[src/design/seq_pkg.sv]
// shared types and constants for the sorted event queue
// depends on nothing; imported by sorted_event_queue
package seq_pkg;

  localparam int NAME_W          = 4;
  localparam int PID_W           = 16;
  localparam int TIME_W          = 32;
  localparam int DEF_QUEUE_DEPTH = 16;
  localparam int DEF_TIME_BITS   = 32;

  typedef enum logic [1:0] {
    REQ_PUSH,
    REQ_POP,
    REQ_LOOKUP,
    REQ_REMOVE
  } req_e;

  typedef enum logic [1:0] {
    ST_OK,
    ST_EMPTY,
    ST_NOT_FOUND,
    ST_FULL
  } status_e;

endpackage

[src/design/sorted_event_queue.sv]
// sorted event queue: time-ordered store with push, pop, lookup and remove
// one read and one write port memory swept by a small sequencer; uses seq_pkg
// full, empty or first-push cases raise the result strobe in the cycle after accept;
//   else the sequencer scans entries in S_SCAN, plus an S_INS step when a push lands at
//   the head; the scan visits one stored entry per cycle
// busy is low again in the strobe cycle, so the next request can start there
// reset (async, active low) empties the queue; entries need no clearing
module sorted_event_queue #(
  parameter int QUEUE_DEPTH = seq_pkg::DEF_QUEUE_DEPTH,
  parameter int TIME_BITS   = seq_pkg::DEF_TIME_BITS
) (
  input  logic                               clk_i,
  input  logic                               rst_ni,
  input  logic                               start,
  output logic                               busy,
  input  logic [1:0]                         req_type_i,
  input  logic [seq_pkg::NAME_W-1:0]         entry_name_i,
  input  logic [seq_pkg::PID_W-1:0]          entry_pid_i,
  input  logic [seq_pkg::TIME_W-1:0]         entry_time_i,
  output logic                               done_o,
  output logic [1:0]                         status_o,
  output logic [seq_pkg::NAME_W-1:0]         out_name_o,
  output logic [seq_pkg::PID_W-1:0]          out_pid_o,
  output logic [seq_pkg::TIME_W-1:0]         out_time_o,
  output logic [$clog2(QUEUE_DEPTH+1)-1:0]   removed_count_o,
  output logic [$clog2(QUEUE_DEPTH+1)-1:0]   entry_count_o,
  output logic                               queue_empty_o
);
  import seq_pkg::*;

  localparam int AW = $clog2(QUEUE_DEPTH);
  localparam int CW = $clog2(QUEUE_DEPTH + 1);

  typedef struct packed {
    logic [NAME_W-1:0]    name;
    logic [PID_W-1:0]     pid;
    logic [TIME_BITS-1:0] tm;
  } entry_t;

  typedef enum logic [1:0] {
    S_IDLE,
    S_SCAN,
    S_INS
  } state_e;

  state_e               state_q;
  req_e                 op_q;
  logic [NAME_W-1:0]    name_q;
  logic [PID_W-1:0]     pid_q;
  logic [TIME_BITS-1:0] time_q;
  logic [AW-1:0]        idx_q;
  logic [CW-1:0]        cnt_q;
  logic [CW-1:0]        kept_q;
  logic [CW-1:0]        removed_q;
  logic                 done_q;
  status_e              status_q;
  logic [NAME_W-1:0]    out_name_q;
  logic [PID_W-1:0]     out_pid_q;
  logic [TIME_W-1:0]    out_time_q;

  entry_t               mem_q [QUEUE_DEPTH];
  entry_t               rd_q;

  req_e                 req_in;
  logic                 accept;
  entry_t               in_ent;
  entry_t               new_ent;
  logic [CW-1:0]        cnt_m1;
  logic                 last;
  logic                 later;
  logic                 hit_lk;
  logic                 hit_rm;
  logic [CW-1:0]        kept_nx;
  logic [CW-1:0]        removed_nx;
  logic                 mem_we;
  logic [AW-1:0]        mem_waddr;
  logic [AW-1:0]        mem_raddr;
  entry_t               mem_wdata;

  assign req_in  = req_e'(req_type_i);
  assign busy    = (state_q != S_IDLE);
  assign accept  = start && !busy;
  assign in_ent  = '{name: entry_name_i, pid: entry_pid_i, tm: TIME_BITS'(entry_time_i)};
  assign new_ent = '{name: name_q, pid: pid_q, tm: time_q};
  assign cnt_m1  = cnt_q - 1'b1;

  // compare unit on the entry read back this cycle
  assign last       = ((CW'(idx_q) + 1'b1) == cnt_q);
  assign later      = (rd_q.tm >= time_q);
  assign hit_lk     = (name_q == '0) || ((rd_q.name == name_q) && (rd_q.pid == pid_q));
  assign hit_rm     = (rd_q.pid == pid_q) && ((name_q == '0) || (rd_q.name == name_q));
  assign kept_nx    = kept_q + CW'(!hit_rm);
  assign removed_nx = removed_q + CW'(hit_rm);

  always_comb begin
    mem_we    = 1'b0;
    mem_waddr = '0;
    mem_wdata = rd_q;
    mem_raddr = '0;
    case (state_q)
      S_IDLE: begin
        if (req_in == REQ_PUSH) begin
          mem_raddr = cnt_m1[AW-1:0];
        end
        // first push into an empty queue is written straight away
        if (accept && (req_in == REQ_PUSH) && (cnt_q == '0)) begin
          mem_we    = 1'b1;
          mem_wdata = in_ent;
        end
      end
      S_SCAN: begin
        case (op_q)
          REQ_PUSH: begin
            // walk down from the tail, moving later entries up one slot
            mem_raddr = idx_q - 1'b1;
            mem_we    = 1'b1;
            mem_waddr = idx_q + 1'b1;
            mem_wdata = later ? rd_q : new_ent;
          end
          REQ_POP: begin
            mem_raddr = idx_q + 1'b1;
            mem_we    = (idx_q != '0);
            mem_waddr = idx_q - 1'b1;
          end
          REQ_LOOKUP: begin
            mem_raddr = idx_q + 1'b1;
          end
          REQ_REMOVE: begin
            // compact survivors towards the head
            mem_raddr = idx_q + 1'b1;
            mem_we    = !hit_rm;
            mem_waddr = kept_q[AW-1:0];
          end
          default: ;
        endcase
      end
      S_INS: begin
        mem_we    = 1'b1;
        mem_wdata = new_ent;
      end
      default: ;
    endcase
  end

  always_ff @(posedge clk_i) begin
    if (mem_we) begin
      mem_q[mem_waddr] <= mem_wdata;
    end
    rd_q <= mem_q[mem_raddr];
  end

  always_ff @(posedge clk_i or negedge rst_ni) begin
    if (!rst_ni) begin
      state_q    <= S_IDLE;
      op_q       <= REQ_PUSH;
      name_q     <= '0;
      pid_q      <= '0;
      time_q     <= '0;
      idx_q      <= '0;
      cnt_q      <= '0;
      kept_q     <= '0;
      removed_q  <= '0;
      done_q     <= 1'b0;
      status_q   <= ST_OK;
      out_name_q <= '0;
      out_pid_q  <= '0;
      out_time_q <= '0;
    end else begin
      done_q <= 1'b0;
      case (state_q)
        S_IDLE: begin
          if (accept) begin
            op_q       <= req_in;
            name_q     <= entry_name_i;
            pid_q      <= entry_pid_i;
            time_q     <= TIME_BITS'(entry_time_i);
            idx_q      <= '0;
            kept_q     <= '0;
            removed_q  <= '0;
            status_q   <= ST_OK;
            out_name_q <= '0;
            out_pid_q  <= '0;
            out_time_q <= '0;
            case (req_in)
              REQ_PUSH: begin
                if (cnt_q == CW'(QUEUE_DEPTH)) begin
                  status_q <= ST_FULL;
                  done_q   <= 1'b1;
                end else if (cnt_q == '0) begin
                  cnt_q  <= CW'(1);
                  done_q <= 1'b1;
                end else begin
                  idx_q   <= cnt_m1[AW-1:0];
                  state_q <= S_SCAN;
                end
              end
              REQ_POP, REQ_LOOKUP: begin
                if (cnt_q == '0) begin
                  status_q <= ST_EMPTY;
                  done_q   <= 1'b1;
                end else begin
                  state_q <= S_SCAN;
                end
              end
              REQ_REMOVE: begin
                if (cnt_q == '0) begin
                  done_q <= 1'b1;
                end else begin
                  state_q <= S_SCAN;
                end
              end
              default: ;
            endcase
          end
        end
        S_SCAN: begin
          case (op_q)
            REQ_PUSH: begin
              if (later) begin
                if (idx_q == '0) begin
                  state_q <= S_INS;
                end else begin
                  idx_q <= idx_q - 1'b1;
                end
              end else begin
                cnt_q   <= cnt_q + 1'b1;
                done_q  <= 1'b1;
                state_q <= S_IDLE;
              end
            end
            REQ_POP: begin
              if (idx_q == '0) begin
                out_name_q <= rd_q.name;
                out_pid_q  <= rd_q.pid;
                out_time_q <= TIME_W'(rd_q.tm);
              end
              if (last) begin
                cnt_q   <= cnt_m1;
                done_q  <= 1'b1;
                state_q <= S_IDLE;
              end else begin
                idx_q <= idx_q + 1'b1;
              end
            end
            REQ_LOOKUP: begin
              if (hit_lk) begin
                out_name_q <= rd_q.name;
                out_pid_q  <= rd_q.pid;
                out_time_q <= TIME_W'(rd_q.tm);
                done_q     <= 1'b1;
                state_q    <= S_IDLE;
              end else if (last) begin
                status_q <= ST_NOT_FOUND;
                done_q   <= 1'b1;
                state_q  <= S_IDLE;
              end else begin
                idx_q <= idx_q + 1'b1;
              end
            end
            REQ_REMOVE: begin
              kept_q    <= kept_nx;
              removed_q <= removed_nx;
              if (last) begin
                cnt_q   <= kept_nx;
                done_q  <= 1'b1;
                state_q <= S_IDLE;
              end else begin
                idx_q <= idx_q + 1'b1;
              end
            end
            default: ;
          endcase
        end
        S_INS: begin
          cnt_q   <= cnt_q + 1'b1;
          done_q  <= 1'b1;
          state_q <= S_IDLE;
        end
        default: begin
          state_q <= S_IDLE;
        end
      endcase
    end
  end

  assign done_o          = done_q;
  assign status_o        = status_q;
  assign out_name_o      = out_name_q;
  assign out_pid_o       = out_pid_q;
  assign out_time_o      = out_time_q;
  assign removed_count_o = removed_q;
  assign entry_count_o   = cnt_q;
  assign queue_empty_o   = (cnt_q == '0);

  a_count_bound : assert property (@(posedge clk_i) disable iff (!rst_ni)
    cnt_q <= CW'(QUEUE_DEPTH))
    else $error("entry count above queue depth");

  a_scan_in_range : assert property (@(posedge clk_i) disable iff (!rst_ni)
    (state_q == S_SCAN) |-> (CW'(idx_q) < cnt_q))
    else $error("scan index outside held entries");

  a_full_push : assert property (@(posedge clk_i) disable iff (!rst_ni)
    (accept && (req_in == REQ_PUSH) && (cnt_q == CW'(QUEUE_DEPTH)))
      |=> (done_o && (status_q == ST_FULL) && $stable(cnt_q)))
    else $error("push into full queue not refused at once");

  a_strobe_idle : assert property (@(posedge clk_i) disable iff (!rst_ni)
    done_o |-> (state_q == S_IDLE))
    else $error("result strobe while the sequencer is busy");

endmodule
[config.mk]
export PLATFORM = sky130hd
export DESIGN_NAME = sorted_event_queue
export DESIGN_NICKNAME = d
export VERILOG_FILES = /design/src/design/seq_pkg.sv /design/src/design/sorted_event_queue.sv
export SDC_FILE = /design/constraint.sdc
export NUM_CORES = 1
export LEC_CHECK = 0
export BUFFER_PORTS_ARGS = -buffer_cell sky130_fd_sc_hd__buf_2
export CAP_MARGIN = 20
export CELL_PAD_IN_SITES_DETAIL_PLACEMENT = 0
export CELL_PAD_IN_SITES_GLOBAL_PLACEMENT = 1
export CORE_AREA = 2 2 284 286
export CTS_BUF_LIST = sky130_fd_sc_hd__clkbuf_16
export DETAILED_ROUTE_END_ITERATION = 10
export DIE_AREA = 0 0 286 288
export GPL_TIMING_DRIVEN = 0
export PLACE_DENSITY_LB_ADDON = 0.1
export SLEW_MARGIN = 10
export SYNTH_ARGS = -nofsm -noshare
export SYNTH_HDL_FRONTEND = slang
export SYNTH_SLANG_ARGS = --single-unit
[constraint.sdc]
create_clock -name clk_i -period 15.6 [get_ports clk_i]
set_input_delay 2.34 -clock clk_i [delete_from_list [all_inputs] [get_ports clk_i]]
set_output_delay 2.34 -clock clk_i [all_outputs]
set_load 0.05 [all_outputs]
==> After elaboration in Yosys (flattened, before gate mapping) <==
Memory sizes are Yosys's and may differ from the RTL's. A register that Yosys moved wholly into a read port is not among the register bits.
Cells that the tools add are included.
{ "classes": {"eq_ne": 32, "magnitude_cmp": 1, "n_mux": 80, "n_reduce_logical": 30, "addsub": 7} }
{ "op_table": {"columns": ["operator", "n"], "rows": [
  ["52-bit 2-to-1 mux", 3],
  ["52-bit one-hot mux with 3 select lines", 1],
  ["32-bit one-hot mux with 2 select lines", 2],
  ["32-bit 2-to-1 mux", 3],
  ["16-bit one-hot mux with 2 select lines", 2],
  ["4-bit 2-to-1 mux", 13],
  ["5-bit 2-to-1 mux", 10],
  ["16-bit 2-to-1 mux", 3],
  ["4-bit one-hot mux with 2 select lines", 5],
  ["32-bit >= comparator", 1],
  ["5-bit one-hot mux with 3 select lines", 2],
  ["3-bit != test (second input constant)", 9],
  ["2-bit 2-to-1 mux", 12],
  ["4-bit one-hot mux with 3 select lines", 2],
  ["5-bit one-hot mux with 2 select lines", 2],
  ["16-bit == test", 1],
  ["2-bit one-hot mux with 2 select lines", 4],
  ["5-bit AND reduction", 3],
  ["2-bit != test (second input constant)", 7],
  ["1-bit one-hot mux with 3 select lines", 4],
  ["5-bit by 1-bit adder with 5-bit output", 2],
  ["2-bit == test (second input constant)", 5],
  ["1-bit 2-to-1 mux", 10],
  ["9-bit AND reduction", 1],
  ["28 further kinds", 43]
]} }
{ "totals": {"ramBits": 832, "memories": 1, "output_inout_bits": 67, "word_cells": 165, "in_bits": 57, "regBits": 130} }
{ "memory_table": {"columns": ["name", "depth", "word_bits", "rd", "rd_ports_with_merged_regs", "wr", "line", "rtl"], "rows": [
  ["mem_q", 16, 52, 1, 1, 1, "sorted_event_queue.sv:61", "entry_t mem_q [QUEUE_DEPTH];"]
]} }

==> Depth between registers and ports, before layout <==
Gate-level depths: netlist of the first run.
{ "depth": {"word_depth": 9, "ltp_mapped": 13, "depth_no_buf": 13} }

==> Worst setup path after synthesis of the first run <==
OpenSTA, ideal clock, no wires.
{ "synth_timing": {"path_kind": "input to register", "from": "input port req_type_i[0]", "to": "memory mem_q[11][0] (netlist name) (enable)", "t_arrival_ns": 8.561, "t_required_ns": 15.010, "path_buffers": 3, "path_slack_ns": 6.448, "setup_time_ns": 0.590, "path_stages": 10, "cell_sequence": "inv_1 > ha_1 > clkbuf_1 > nand2_1 > nor3_1 > buf_2 > buf_4 > a211o_1 > nand2_1 > nor4_1"} }
{ "synth_via": {"elab_chain_len": 7} }
{ "synth_rtl": {"columns": ["element", "line", "rtl"], "rows": [
  ["start, declared", "sorted_event_queue.sv:16", "input logic [1:0] req_type_i,"],
  ["2-bit zero test", "sorted_event_queue.sv:106", "if (accept && (req_in == REQ_PUSH) && (cnt_q == '0)) begin"],
  ["1-bit logical AND (2 in a row)", "sorted_event_queue.sv:106", null],
  ["1-bit 2-to-1 mux", "sorted_event_queue.sv:106", null],
  ["1-bit one-hot mux with 3 select lines", "sorted_event_queue.sv:100", "case (state_q)"],
  ["1-bit 2-to-1 mux", "sorted_event_queue.sv:146", "if (mem_we) begin"],
  ["1-bit 2-to-1 mux (not written as such)", "sorted_event_queue.sv:147", "mem_q[mem_waddr] <= mem_wdata;"],
  ["end, declared", "sorted_event_queue.sv:61", null]
]} }
No other way between the ends.

==> Worst setup path in the final report of the first run <==
{ "layout_timing": {"from": "input port req_type_i[0]", "to": "register, netlist name rd_q[0]"} }
{ "layout_via": {"elab_chain_len": 3} }
{ "layout_rtl": {"columns": ["element", "line", "rtl"], "rows": [
  ["2-bit zero test", "sorted_event_queue.sv:102", "if (req_in == REQ_PUSH) begin"],
  ["4-bit 2-to-1 mux", "sorted_event_queue.sv:102", null],
  ["4-bit one-hot mux with 2 select lines", "sorted_event_queue.sv:100", null]
]} }
No other way between the ends.
A chain may end at the register's enable or synchronous reset.

==> out/metrics.cfg, run 1 <==
[floorplan]
die_h_um = 288
die_w_um = 286
core_um2 = 79600
placementRows = 104
ioPinCount = 124
dieArea_um2 = 82400
start_util_pct = 54.3

[cts]
cts.sinks = 1014
clock_path_buffers = 3
clk_pin_slew_ns = 0.07
cts_resized = 0
clk_latency_ns = 0.68
cts_buffers = 102
cts_setup_buffers = 0
cts_tree = built
clockRootBuffer = clkbuf_16
cts_htree_levels = 3
ctsHoldBuffers = 0

[sta]
hold_violations = 0
fmax_mhz = 163
grt_setup_unrepaired = false
setup_viol = 0
max-slew-margin-rel_pct = 15.9
tightest_slew_ns = 1.26
post-route-period-util_pct = 39.2
maxSlewViolCount = 0
fin_crit_ns = 6.12
finalClockSkew_ns = 0.0324
hold_slack_ns = 0.502
tns_ns = 0

[route]
drtIter0Drc = 4153
wirelength_um = 143000
ant_nets = 0
drt-vias-per-instance = 6.15
wl_per_cell_um = 28.0
dr_total_vias = 31451
route.detailed.drc = 0
dr.pass1.iters = 6

[cells_and_area]
drive_gt1_share_pct = 11.6
syn2layout_area_growth_pct = 15.0
mostFrequentLayoutCell = nand2_1
fin_nets = 4070
utilization_pct = 62.4
n_antenna_cell = 0
fin_cells = 5110
final_cell_mix = nand2_1 (1031), edfxtp_1 (832), nand3_1 (329)

[logic_synthesis]
synth_xor_area_share_pct = 0.831
ys_seq_area_share_pct = 67.8
synthCells = 3667
post_synth.cell_area_avg_um2 = 11.8
ys_ff_latch = 1014
synthMuxAreaShare_pct = 2.97
netlist_area_um2 = 43200
synth_fp_nets = 3771
yosys_warnings = 0
synth_edf_count = 832
synthArstFlopShare_pct = 12.8
synth_compound_area_share_pct = 9.16
synth_top_family_by_area = simple AND/OR/NAND/NOR gates
synth-main-ff-cell = edfxtp_1
ys_types = 65
synth_fa_ha_area_share_pct = 1.36
synth-simple-area-share_pct = 14.6

[setup_path]
required_ns = 16.13
critPathCaptureType = register
r2r_start = entry_count_o[0]
cp-startpoint = req_type_i[0]
path_max_fanout = 10
path_class = primary input to register
crit_path_start_kind = primary input
arrival_ns = 6.65

[grt]
overflow = 0
groute.usage.overall_pct = 34.3
grt_pass1_vias = 30088
antenna_found_initial = 12
grt_pass1_wl_um = 203000
grt_max_degree = 71

[hold_path]
worstHoldPathType = register to register
hp-start = out_time_o[27]

[status]
outcome = finished, final reports clean

[place]
place.gp.congestion = 0.943
place_inst = 4918
portBuffers = 122
dpl.hpwl_um = 102000

[run]
maxCapViolations = 0

## synth_stat cells (56+ instances only)
cell type	instances	share of area, %
nand3_1	329	3.8
nand2_1	1031	9.0
a21oi_1	131	1.5
clkbuf_1	215	1.9
mux2_2	56	1.5
o21ai_0	82	0.95
mux2i_1	59	1.4
inv_1	128	1.1
edfxtp_1	832	58
dfrtp_1	130	7.5
## state kept, by name, summed over array words and instances, names as in the netlist, 16 cells and up
name,cells
out_time_o,32
time_q,32
pid_q,16
rd_q,52
out_pid_o,16
mem_q,832
## cells by family after synthesis
logic type / count (synthesis)
flip-flops: 1014
AND/OR/NAND/NOR: 1493
AO/OA/AOI/OAI: 576
buffers and inverters: 377
adder cells (fa/ha/maj): 47
multiplexers: 119
XOR/XNOR: 41
## worst max-delay path: stages
cell and delay [ns]:
buf_2 0.11, inv_1 0.12, ha_1 0.16, clkbuf_1 0.36
nand2_1 0.22, o21ai_0 0.29, clkbuf_2 0.57, clkbuf_1 0.97
clkbuf_1 0.79, nand2_1 0.11, nand3_1 0.12, nand2_1 0.12
o221ai_1 0.32
## through the flow
stage | worst slack, ns | area, µm²
floorplan | 6.45 | 43200
global placement | 0.157 | 45100
detailed placement | 8.95 | 46300
CTS | 9.62 | 49600
global route | 9.33 | 49700
finish | 9.48 | 49700
## path summary, 6_finish.rpt
path                                           end  slack (ns)  cells after the start
worst max-delay path                       rd_q[0]        9.48                     13
worst min-delay path                out_time_o[27]        0.50                      2
worst max register to register       mem_q[11][23]       10.26                     16
worst min register to register      out_time_o[27]        0.50                      2
max in group asynchronous                time_q[7]       13.14                      2
min in group asynchronous       removed_count_o[3]        1.63                      1
## final cells by class
cell class / instances / area (µm²)
Clock buffer: 103 / 2580
Inverter: 129 / 484
Multi-Input combinational cell: 2276 / 12800
Buffer: 248 / 970
Sequential cell: 1014 / 29300
Tap cell: 1060 / 1330
Fill cell: 6201 / 29900
Clock inverter: 85 / 673
Timing Repair Buffer: 195 / 1630
## layer usage
metal	GRT usage, %	vias to the layer above	part of all wire, %
li1	-	13845	-
met1	48.0	15669	41
met2	52.6	1633	45
met3	7.81	296	10
met4	13.3	8	3.9
met5	0	-	0.040
Power of run 1 is left out: the tool's default activity adds up to more than one toggle a clock period on the data nets, which glitch-free logic cannot reach.
==> run 2, diff against run 1 <==
--- a/config.mk
+++ b/config.mk
@@ -9,10 +9,10 @@
 export CAP_MARGIN = 20
 export CELL_PAD_IN_SITES_DETAIL_PLACEMENT = 0
 export CELL_PAD_IN_SITES_GLOBAL_PLACEMENT = 1
-export CORE_AREA = 2 2 284 286
+export CORE_AREA = 2 2 295 297
 export CTS_BUF_LIST = sky130_fd_sc_hd__clkbuf_16
 export DETAILED_ROUTE_END_ITERATION = 10
-export DIE_AREA = 0 0 286 288
+export DIE_AREA = 0 0 297 299
 export GPL_TIMING_DRIVEN = 0
 export PLACE_DENSITY_LB_ADDON = 0.1
 export SLEW_MARGIN = 10
==> constraint.sdc (replaced) <==
create_clock -name clk_i -period 6.39 [get_ports clk_i]
set_input_delay 0.9585 -clock clk_i [delete_from_list [all_inputs] [get_ports clk_i]]
set_output_delay 0.9585 -clock clk_i [all_outputs]
set_load 0.05 [all_outputs]
==> run 2 against run 1 <==
Net effect:
- cell count rose by 2.3%
- wire length rose by 2.9%
- final area rose by 0.70%
- register-to-register slack got worse by 8.9 ns
- die area rose by 7.8%
- via count rose by 0.29%
- critical path depth fell by 1
- non-clock buffer count rose by 13
- first-iteration DRC count fell by 7.2%
- global-route usage fell by 1.6 points
==> out/metrics.cfg, run 2 (synthesis results as in run 1) <==
[floorplan]
placementRows = 108
die_h_um = 299
dieArea_um2 = 88800
die_w_um = 297
ioPinCount = 124
start_util_pct = 50.3
core_um2 = 85900

[cts]
cts.sinks = 1014
cts_buffers = 105
cts_resized = 0
clock_path_buffers = 3
clk_latency_ns = 0.69
ctsHoldBuffers = 0
cts_setup_buffers = 0
cts_htree_levels = 3
cts_tree = built
clk_pin_slew_ns = 0.07
clockRootBuffer = clkbuf_16

[sta]
finalClockSkew_ns = 0.0273
maxSlewViolCount = 0
fin_crit_ns = 5.05
fmax_mhz = 198
grt_setup_unrepaired = false
setup_viol = 0
post-route-period-util_pct = 79.0
hold_violations = 0
max-slew-margin-rel_pct = 19.4
fin_ws_ns = 1.34
tightest_slew_ns = 1.21

[setup_path]
required_ns = 6.75
critPathCaptureType = register
critPathCapture = mem_q[13][32]
cp-startpoint = entry_count_o[0]
rr_endpoint = mem_q[13][32]
crit_buf_inv = 5
crit_slowest_cell = nor2_4
path_depth = 12
reg2reg_setup_slack_ns = 1.34
path_cells = clkbuf_1 -> inv_1 -> ha_1 -> nor3b_1 -> nand2_1 -> nor3_1 -> buf_2 -> buf_4 -> a211o_1 -> nand3_1 -> nor2_4 -> buf_12
path_delay_family = simple AND/OR/NAND/NOR gates
arrival_ns = 5.41
r2r_start = entry_count_o[0]
cpPeakStageDelay_ns = 0.78
path_max_fanout = 20
worstRegToRegCells = 12
path_class = register to register
crit_path_start_kind = register

[route]
wirelength_um = 147000
drtIter0Drc = 3856
wl_per_cell_um = 28.2
route.detailed.drc = 0
drt-vias-per-instance = 6.04
dr.pass1.iters = 5
dr_total_vias = 31543
ant_nets = 0

[cells_and_area]
final_cell_mix = nand2_1 (1031), edfxtp_1 (832), nand3_1 (329)
syn2layout_area_growth_pct = 15.8
fin_nets = 4086
drive_gt1_share_pct = 11.7
largest_register_ff_count = 832
mostFrequentLayoutCell = nand2_1
reg_top3 = mem_q (832), rd_q (52)
largest_register = mem_q
fin_cells = 5226

[grt]
grt_pass1_vias = 29508
overflow = 0
antenna_found_initial = 9
grt_pass1_wl_um = 209000
grt_max_degree = 78
groute.usage.overall_pct = 32.7

[status]
outcome = finished, final reports clean

[place]
dp_slack_ns = 1.15
portBuffers = 122
place.gp.congestion = 0.959
dpl.hpwl_um = 103000
place_inst = 5021

[hold_path]
worstHoldPathType = primary input to asynchronous set/reset pin

[run]
maxCapViolations = 0

-- run 2: cell types whose count changed in the layout (fill, tap and decap cells not counted), sizes merged --
cell and delta:
clkbuf +7, inv +5, diode +1, clkinvlp +2
clkinv -3, bufinv -1, buf +10
-- run 2: area by class of cell --
| class | count | area (µm²) |
|---|---|---|
| flip-flops and latches | 1014 | 29300 |
| clock buffers | 107 | 2680 |
| fillers | 7308 | 35900 |
| well taps | 1155 | 1450 |
| multi-input cells | 2276 | 12700 |
| diodes | 1 | 2.50 |
| repair buffers | 208 | 1840 |
| inverters | 129 | 484 |
| clock inverters | 88 | 647 |
| plain buffers | 248 | 966 |
-- run 2: metal layers --
metal	vias up	routed length, µm	track usage (%)
met5	-	29	0
met4	4	5240	12.1
met3	279	14600	5.45
met2	1638	64700	48.8
met1	15739	62500	48.5
li1	13883	-	-
-- run 2: worst min path at each step --
| stage | start | to | cells after the start |
|---|---|---|---|
| finish | rst_ni | op_q[1] | 1 |
| global route | rst_ni | removed_count_o[4] | 1 |
| CTS | rst_ni | op_q[1] | 1 |
| detailed placement | out_pid_o[5] | out_pid_o[5] | 2 |
| global placement | out_pid_o[12] | out_pid_o[12] | 2 |
| floorplan | rd_q[14] | out_time_o[14] | 2 |
-- run 2: worst register-to-register path, cell delays in order, from the launching register on --
cell	delay, ns
dfrtp_1	0.40
clkbuf_1	0.26
inv_1	0.12
ha_1	0.17
nor3b_1	0.71
nand2_1	0.23
nor3_1	0.47
buf_2	0.35
buf_4	0.32
a211o_1	0.23
nand3_1	0.36
nor2_4	0.78
buf_12	0.27
-- run 2: through the flow --
stage	setup TNS, ns	hold WS, ns	utilization [%]	instance area, µm²
finish	0	0.201	58.2	50100
global route	0	0.229	58.2	50000
CTS	0	0.212	58.1	50000
detailed placement	0	0.465	54.3	46600
global placement	-1836.70	0.457	52.7	45300
floorplan	0	0.472	-	43200
Power of run 2 is left out for the same reason.
